$ cat config.mk
export PLATFORM = sky130hd
export DESIGN_NAME = sbct_front_flat
export DESIGN_NICKNAME = d
export VERILOG_FILES = /design/src/sbct_pkg.sv /design/src/sbct_if.sv /design/src/sbct_front.sv /design/src/flat_wrapper.sv
export SDC_FILE = /design/constraint.sdc
export NUM_CORES = 2
export LEC_CHECK = 0
export BUFFER_PORTS_ARGS = -buffer_cell sky130_fd_sc_hd__buf_2
export CAP_MARGIN = 20
export CORE_AREA = 3 3 331 333
export CTS_BUF_LIST = sky130_fd_sc_hd__clkbuf_2
export DETAILED_ROUTE_END_ITERATION = 6
export DIE_AREA = 0 0 334 336
export SLEW_MARGIN = 10
export SYNTH_ARGS = -nofsm -noshare
export SYNTH_HDL_FRONTEND = slang
export SYNTH_SLANG_ARGS = --single-unit
$ cat constraint.sdc
create_clock -name clk_i -period 10.4 [get_ports clk_i]
set_input_delay 0.52 -clock clk_i [delete_from_list [all_inputs] [get_ports clk_i]]
set_output_delay 0.52 -clock clk_i [all_outputs]
set_load 0.01 [all_outputs]
$ cat src/sbct_pkg.sv
package sbct_pkg;

  localparam int unsigned QuoBits      = 17;
  localparam int unsigned RemBits      = 25;
  localparam int unsigned DenBits      = 24;
  localparam int unsigned DistBits     = 35;
  localparam int unsigned StepsPerStage = 3;
  localparam int unsigned NumDivStages  = (QuoBits + StepsPerStage - 1) / StepsPerStage;
  localparam int unsigned NumAxes       = 3;
  localparam int unsigned NumDivs       = 2 * NumAxes;

  localparam logic [15:0]        CubeEdgeReset = 16'd256;
  localparam logic signed [17:0] TimeNeg = -18'sd1;
  localparam logic signed [17:0] TimeBig = 18'sd65537;
  localparam logic signed [17:0] TimeOne = 18'sd65536;
  localparam logic signed [1:0]  NormPos = 2'sb01;
  localparam logic signed [1:0]  NormNeg = 2'sb11;

  // one quotient in flight
  typedef struct packed {
    logic [RemBits-1:0]    rem;
    logic [QuoBits-1:0]    quo;
    logic [DenBits-1:0]    den;
    logic                  neg;
    logic                  big;
    logic                  fixed;
    logic signed [17:0]    fval;
  } div_t;

  // payload between stages: entry/exit per axis, then speed signs
  typedef struct packed {
    div_t [NumDivs-1:0]    dv;
    logic [NumAxes-1:0]    sneg;
  } pipe_t;

  // time clamped to the range that decides hit and ordering
  function automatic logic signed [17:0] time_of(input div_t d);
    logic signed [17:0] t;
    if (d.fixed) t = d.fval;
    else if (d.big) t = d.neg ? TimeNeg : TimeBig;
    else if (d.neg && (d.quo != '0)) t = TimeNeg;
    else t = $signed({1'b0, d.quo});
    return t;
  endfunction

endpackage

$ cat src/sbct_if.sv
interface sbct_in_if;
  logic               valid;
  logic               ready;
  logic signed [31:0] mover_x, mover_y, mover_z;
  logic [15:0]        extent_x, extent_y, extent_z;
  logic signed [23:0] speed_x, speed_y, speed_z;
  logic signed [31:0] cube_x, cube_y, cube_z;
  modport source (output valid, mover_x, mover_y, mover_z, extent_x, extent_y, extent_z,
                  speed_x, speed_y, speed_z, cube_x, cube_y, cube_z, input ready);
  modport sink (input valid, mover_x, mover_y, mover_z, extent_x, extent_y, extent_z,
                speed_x, speed_y, speed_z, cube_x, cube_y, cube_z, output ready);
endinterface


$ cat src/sbct_front.sv
module sbct_front (
  input  logic               clk_i,
  input  logic               rst_ni,
  input  logic [15:0]        edge_i,
  sbct_in_if.sink            in_i,
  output logic               valid_o,
  input  logic               ready_i,
  output sbct_pkg::pipe_t    data_o
);
  import sbct_pkg::*;

  logic  valid_q;
  pipe_t data_q, data_d;

  assign in_i.ready = !valid_q || ready_i;
  assign valid_o    = valid_q;
  assign data_o     = data_q;

  // distances, magnitudes and overrides per axis
  always_comb begin
    logic signed [DistBits-1:0] pos [NumAxes];
    logic signed [DistBits-1:0] ext [NumAxes];
    logic signed [DistBits-1:0] cps [NumAxes];
    logic signed [23:0]         spd [NumAxes];
    logic signed [DistBits-1:0] ed, de, dx, dd;
    logic [DistBits-1:0]        mag;
    logic [DenBits-1:0]         den;
    int                         k;
    pos[0] = DistBits'(in_i.mover_x); pos[1] = DistBits'(in_i.mover_y);
    pos[2] = DistBits'(in_i.mover_z);
    ext[0] = $signed(DistBits'(in_i.extent_x)); ext[1] = $signed(DistBits'(in_i.extent_y));
    ext[2] = $signed(DistBits'(in_i.extent_z));
    cps[0] = DistBits'(in_i.cube_x); cps[1] = DistBits'(in_i.cube_y);
    cps[2] = DistBits'(in_i.cube_z);
    spd[0] = in_i.speed_x; spd[1] = in_i.speed_y; spd[2] = in_i.speed_z;
    ed = $signed(DistBits'(edge_i));
    data_d = '0;
    for (int a = 0; a < NumAxes; a++) begin
      if (!spd[a][23]) begin
        de = cps[a] - (pos[a] + ext[a]);
        dx = (cps[a] + ed) - pos[a];
      end else begin
        de = (cps[a] + ed) - pos[a];
        dx = cps[a] - (pos[a] + ext[a]);
      end
      den = spd[a][23] ? DenBits'(-$signed({spd[a][23], spd[a]})) : DenBits'(spd[a]);
      data_d.sneg[a] = spd[a][23];
      for (int w = 0; w < 2; w++) begin
        k  = 2 * a + w;
        dd = (w == 0) ? de : dx;
        mag = dd[DistBits-1] ? DistBits'(-dd) : DistBits'(dd);
        data_d.dv[k].rem   = mag[RemBits-1:0];
        data_d.dv[k].quo   = '0;
        data_d.dv[k].den   = den;
        data_d.dv[k].neg   = dd[DistBits-1] ^ spd[a][23];
        data_d.dv[k].big   = mag >= {{(DistBits-DenBits-1){1'b0}}, den, 1'b0};
        data_d.dv[k].fixed = (spd[a] == '0);
        if (w == 0) data_d.dv[k].fval = dd[DistBits-1] ? TimeNeg : TimeBig;
        else        data_d.dv[k].fval = (!dd[DistBits-1] && dd != '0) ? TimeBig : TimeNeg;
      end
    end
  end

  always_ff @(posedge clk_i or negedge rst_ni) begin
    if (!rst_ni) begin
      valid_q <= 1'b0;
    end else if (in_i.ready) begin
      valid_q <= in_i.valid;
    end
  end

  always_ff @(posedge clk_i) begin
    if (in_i.valid && in_i.ready) begin
      data_q <= data_d;
    end
  end

endmodule

$ cat src/flat_wrapper.sv
// flat-port wrapper written by rule: the top's interface ports become plain ports
module sbct_front_flat import sbct_pkg::*;
  (clk_i, rst_ni, edge_i, valid_o, ready_i, data_o, in_i_valid, in_i_mover_x, in_i_mover_y, in_i_mover_z, in_i_extent_x, in_i_extent_y, in_i_extent_z, in_i_speed_x, in_i_speed_y, in_i_speed_z, in_i_cube_x, in_i_cube_y, in_i_cube_z, in_i_ready);
  sbct_in_if in_i_i ();
  input  logic clk_i;
  input  logic rst_ni;
  input  logic [15:0] edge_i;
  output logic valid_o;
  input  logic ready_i;
  output sbct_pkg::pipe_t data_o;
  input wire logic [$bits(in_i_i.valid)-1:0] in_i_valid;
  input wire logic [$bits(in_i_i.mover_x)-1:0] in_i_mover_x;
  input wire logic [$bits(in_i_i.mover_y)-1:0] in_i_mover_y;
  input wire logic [$bits(in_i_i.mover_z)-1:0] in_i_mover_z;
  input wire logic [$bits(in_i_i.extent_x)-1:0] in_i_extent_x;
  input wire logic [$bits(in_i_i.extent_y)-1:0] in_i_extent_y;
  input wire logic [$bits(in_i_i.extent_z)-1:0] in_i_extent_z;
  input wire logic [$bits(in_i_i.speed_x)-1:0] in_i_speed_x;
  input wire logic [$bits(in_i_i.speed_y)-1:0] in_i_speed_y;
  input wire logic [$bits(in_i_i.speed_z)-1:0] in_i_speed_z;
  input wire logic [$bits(in_i_i.cube_x)-1:0] in_i_cube_x;
  input wire logic [$bits(in_i_i.cube_y)-1:0] in_i_cube_y;
  input wire logic [$bits(in_i_i.cube_z)-1:0] in_i_cube_z;
  output wire logic [$bits(in_i_i.ready)-1:0] in_i_ready;
  assign in_i_i.valid = in_i_valid;
  assign in_i_i.mover_x = in_i_mover_x;
  assign in_i_i.mover_y = in_i_mover_y;
  assign in_i_i.mover_z = in_i_mover_z;
  assign in_i_i.extent_x = in_i_extent_x;
  assign in_i_i.extent_y = in_i_extent_y;
  assign in_i_i.extent_z = in_i_extent_z;
  assign in_i_i.speed_x = in_i_speed_x;
  assign in_i_i.speed_y = in_i_speed_y;
  assign in_i_i.speed_z = in_i_speed_z;
  assign in_i_i.cube_x = in_i_cube_x;
  assign in_i_i.cube_y = in_i_cube_y;
  assign in_i_i.cube_z = in_i_cube_z;
  assign in_i_ready = in_i_i.ready;
  sbct_front u_core (.clk_i(clk_i), .rst_ni(rst_ni), .edge_i(edge_i), .in_i(in_i_i), .valid_o(valid_o), .ready_i(ready_i), .data_o(data_o));
endmodule
== Word level (Yosys, flattened, before mapping) ==
Cells that the tools add are included.

* Output and inout port bits: 527
* Bits in registers: 349
* Logic and storage cells: 101
* Input port bits: 332

* Magnitude comparators: 6
* Reductions and logical operators: 15
* $add $sub $neg: 21
* Bitwise gates (word level): 6
* Multiplexer cells: 21

{| class="wikitable"
|+ Operator list
! cell !! number
|-
| 35-bit 2-to-1 mux || 12
|-
| 35-bit by 25-bit >= comparator with 1-bit output || 6
|-
| 35-bit negation || 6
|-
| 32-bit by 17-bit adder with 33-bit output || 6
|-
| 18-bit 2-to-1 mux || 6
|-
| 35-bit nonzero test || 3
|-
| 32-bit by 33-bit subtractor with 34-bit output || 3
|-
| 33-bit by 32-bit subtractor with 34-bit output || 3
|-
| 24-bit zero test || 3
|-
| 24-bit 2-to-1 mux || 3
|-
| 24-bit negation || 3
|-
| 1-bit bitwise XOR || 6
|-
| 1-bit logical AND || 4
|-
| 1-bit zero test || 4
|-
| 1-bit logical OR || 1
|}

== Longest topological paths before layout ==
* Depth after elaboration: 6
* Mapped depth: 33
* Depth with buffers taken out: 30

== Worst setup path after synthesis ==
Ideal clock, no wire load.

* Path type: in2reg
* From: input ready_i
* To: register u_core.data_q (netlist bit u_core.data_o[0]) (enable)
* Data arrival time: 6.334 ns
* Cell stages on the path: 2
* Setup slack: 3.427 ns
* Setup time: 0.639 ns
* Buffers on the path: 0
* Required time: 9.761 ns
* Path through: nand2b_1 and2_1

* Cells in the longest elaborated chain, start to end: 2

{| class="wikitable"
|+ Ends and longest elaborated chain
! element !! line !! RTL
|-
| start: declaration || flat_wrapper.sv:9 || <nowiki>input logic ready_i;</nowiki>
|-
| 1-bit logical OR || sbct_front.sv:15 || <nowiki>assign in_i.ready = !valid_q || ready_i;</nowiki>
|-
| 1-bit logical AND || sbct_front.sv:73 || <nowiki>if (in_i.valid && in_i.ready) begin</nowiki>
|-
| end signal: assignment || sbct_front.sv:74 || <nowiki>data_q <= data_d;</nowiki>
|-
| end: declaration || sbct_front.sv:13 || <nowiki>pipe_t data_q, data_d;</nowiki>
|}

No other way between the ends.
A chain may end at the register's enable or synchronous reset.

==> run metrics <==
DP Area ~0.043 sq mm; grt total ovfl 0; post_cts resized 0; CTS tree yes; power density over the cells between 150 and 200 mW/mm^2; Worst VDD drop between 0.00006 and 0.00007 V; layout overhead on the synthesized area 13.18%; Slew Viols, Final 0; Top delay family on crit path compound AO/OA/AOI/OAI gates; DIE WIDTH around 330 um; post-detail-place hpwl 131.9 mm; Async S/R FF share, synth less than 1%; crit-path max cell delay approximately 700 ps; CTS sink cnt between 200 and 250; H-tree Lvls 3; DR iter-0 viols approximately 3200; Most used DFF post-synth edfxtp_1; synth warn 0; critical path capture point type flip-flop; Yosys cell types 103; critical path buffer and inverter count 4; max_slew headroom 28.23%; Pleak 0.02125 uW; Clk pwr share 10.0%; DRT Pass-1 Iters 5; Ports ~860; number of global-route vias before repair between 30000 and 40000; Design Area, Final 0.04554 sq mm; global placement routability congestion ~0.93; # rows 120; initial antenna violation count 42; sequential share of power 20.1%; die height roughly 340 um; Min Hold Slack around 200 ps; share of cells above drive strength 1 16.74%; number of synthesized flops with an enable pin ~250; Final period util 73.10%; number of port buffers ~740; drt drc 0; crit path time final 7602 ps; total routed wirelength about 160 mm; HP Class in2reg; power share of the combinational group 70.0%; clk_lat worst skew around 1200 ps; total number of vias ~40000; Synth top area share between 10% and 20%; Critical Path AT between 8000 and 9000 ps; top post-synthesis cells by area edfxtp_1 (18%), ha_1 (14%), inv_1 (5.4%), buf_4 (5.2%), fa_1 (4.8%); Fillers about 11000; antenna viol nets, final 0; max-cap viol count 0; Net Sw Frac around half; Num CTS Buffers 70; worst slew pin tran around 1000 ps; GRT Total Usage between 20% and 30%; most common cell in the netlist inv_1; largest net degree at the start of global routing 130; Clock transition at path regs around 90 ps; most used cell, CP a21oi_1; Final Setup Violations 0; Setup TNS 0 ps; endpoints failing hold 0; DR WL/cell between 20 and 25 um; first-pass GRT wire length 227.7 mm; Max Fclk approximately 130 MHz; post-synthesis instance area approximately 0.040 sq mm; NumNets Final around 6600; Sw Pwr roughly 3600 uW; Startpoint Class primary input; Max FO, Critical Path 17; status finished clean; Internal ~3400 uW; Clock Skew 97.33 ps; root buf cell clkbuf_2; core box area 0.1069 sq mm; synth cell count leaders inv_1 (584), ha_1 (453), nand2_1 (401), a21oi_1 (368), nor2_1 (320); RSZ-0062 raised after global routing no; Die ar. 0.1122 sq mm; drt via density 5.556; Synth Instances between 5000 and 6000; Crit-path slowest cell a2111oi_0; CTS max path bufs 3; CP required ~11000 ps; area leader, netlist edfxtp_1; sequential fraction of the synthesis area a little under a fifth; Seq cells post-synth ~250; Initial Utilization roughly 38%; mean post-synth cell area just under 8 sq um; critical path class in2reg
-- logic make-up after synthesis --
group	count (synthesis)	share of synthesized area, %
simple gates	1470	18.25
compound gates	1350	21.91
buf+inv	1042	12.50
fa+ha+maj	549	18.86
xor+xnor	330	7.202
flops	247	18.42
mux	110	2.827
other cells	2	0.01867
-- final cells by class --
cell class                 count  area (sq um)  area share, %
tap                         1403          1755          3.855
timing repair buffer         908          5321          11.69
antenna                       22         55.05         0.1209
clock buffer                  91         455.4          1.000
sequential                   247          7412          16.28
inverter                     586          2200          4.830
multi-input combinational   3923         28220          61.97
clock inverter                23         117.6         0.2583
-- cell usage in the layout (no fill, tap or decap), types with 58 or more instances in the layout --
cell | netlist | layout
buf_2 | 2 | 741
inv_1 | 584 | 583
ha_1 | 453 | 453
nand2_1 | 401 | 401
a21oi_1 | 368 | 367
nor2_1 | 320 | 320
o21ai_0 | 292 | 292
edfxtp_1 | 246 | 246
xnor2_1 | 199 | 199
dlygate4sd3_1 | 0 | 141
xor2_1 | 130 | 130
nor3_1 | 126 | 126
nand3_1 | 123 | 123
a21o_1 | 117 | 117
conb_1 | 2 | 114
fa_1 | 96 | 96
nand4_1 | 94 | 94
clkbuf_2 | 0 | 92
mux2i_1 | 81 | 81
a31oi_1 | 58 | 58
-- state kept, by name, indices dropped and copies added (netlist names) --
register	count
u_core.data_o	246
u_core.valid_o	1
-- layer usage --
metal,vias to the layer above,share of wire (%),track usage (%),routed length (um)
met4,32,2.9,8.110,4452
met2,1572,46,43.90,71830
li1,19220,-,-,-
met1,18960,43,34.62,67130
met3,236,7.7,4.795,12000
met5,-,0.12,0,192
-- stage by stage --
step	worst slack (ps)	total power (uW)	std cells	util (%)
finish	2798	7089	7203	42.60
CTS	3080	7066	7180	42.54
detailed placement	2187	6259	6925	40.68
global route	2480	7680	7193	42.57
global placement	2265	6212	6924	40.68
floorplan	3427	4869	5212	-
-- worst reg2reg max path: cells and delay by family (launching register included) --
kind	cells	cell delay [ps]
buf+inv	1	870
simple gates	2	610
flops	1	390
-- power groups by stage --
stage                     sequential [uW]  combinational, uW  clock, uW
after floorplan                      1540               3330          0
after global placement               1450               4770          0
after detailed placement             1450               4810          0
after CTS                            1420               4900        744
after global routing                 1440               5450        794
final                                1420               4960        707
-- path summary, 6_finish.rpt --
kind	start	end	slack (ps)	depth (start not counted)
worst max register to register	u_core.valid_o	u_core.data_o[433]	8110	3
worst min register to register	u_core.valid_o	u_core.data_o[504]	1000	2
max in group asynchronous	rst_ni	u_core.valid_o	10010	3
min in group asynchronous	rst_ni	u_core.valid_o	270	3
worst min-delay path	in_i_speed_z[23]	u_core.data_o[518]	200	4
worst max-delay path	in_i_cube_y[1]	u_core.data_o[283]	2800	30
-- repair_timing --
| action | 4_1_cts | 5_1_grt |
|---|---|---|
| setup endpoints to repair | 0 | 0 |
| hold buffers | 141 | 0 |
| buffers inserted | 0 | 0 |
| hold endpoints to repair | 127 | 0 |
(Power assumes the default switching activity.)
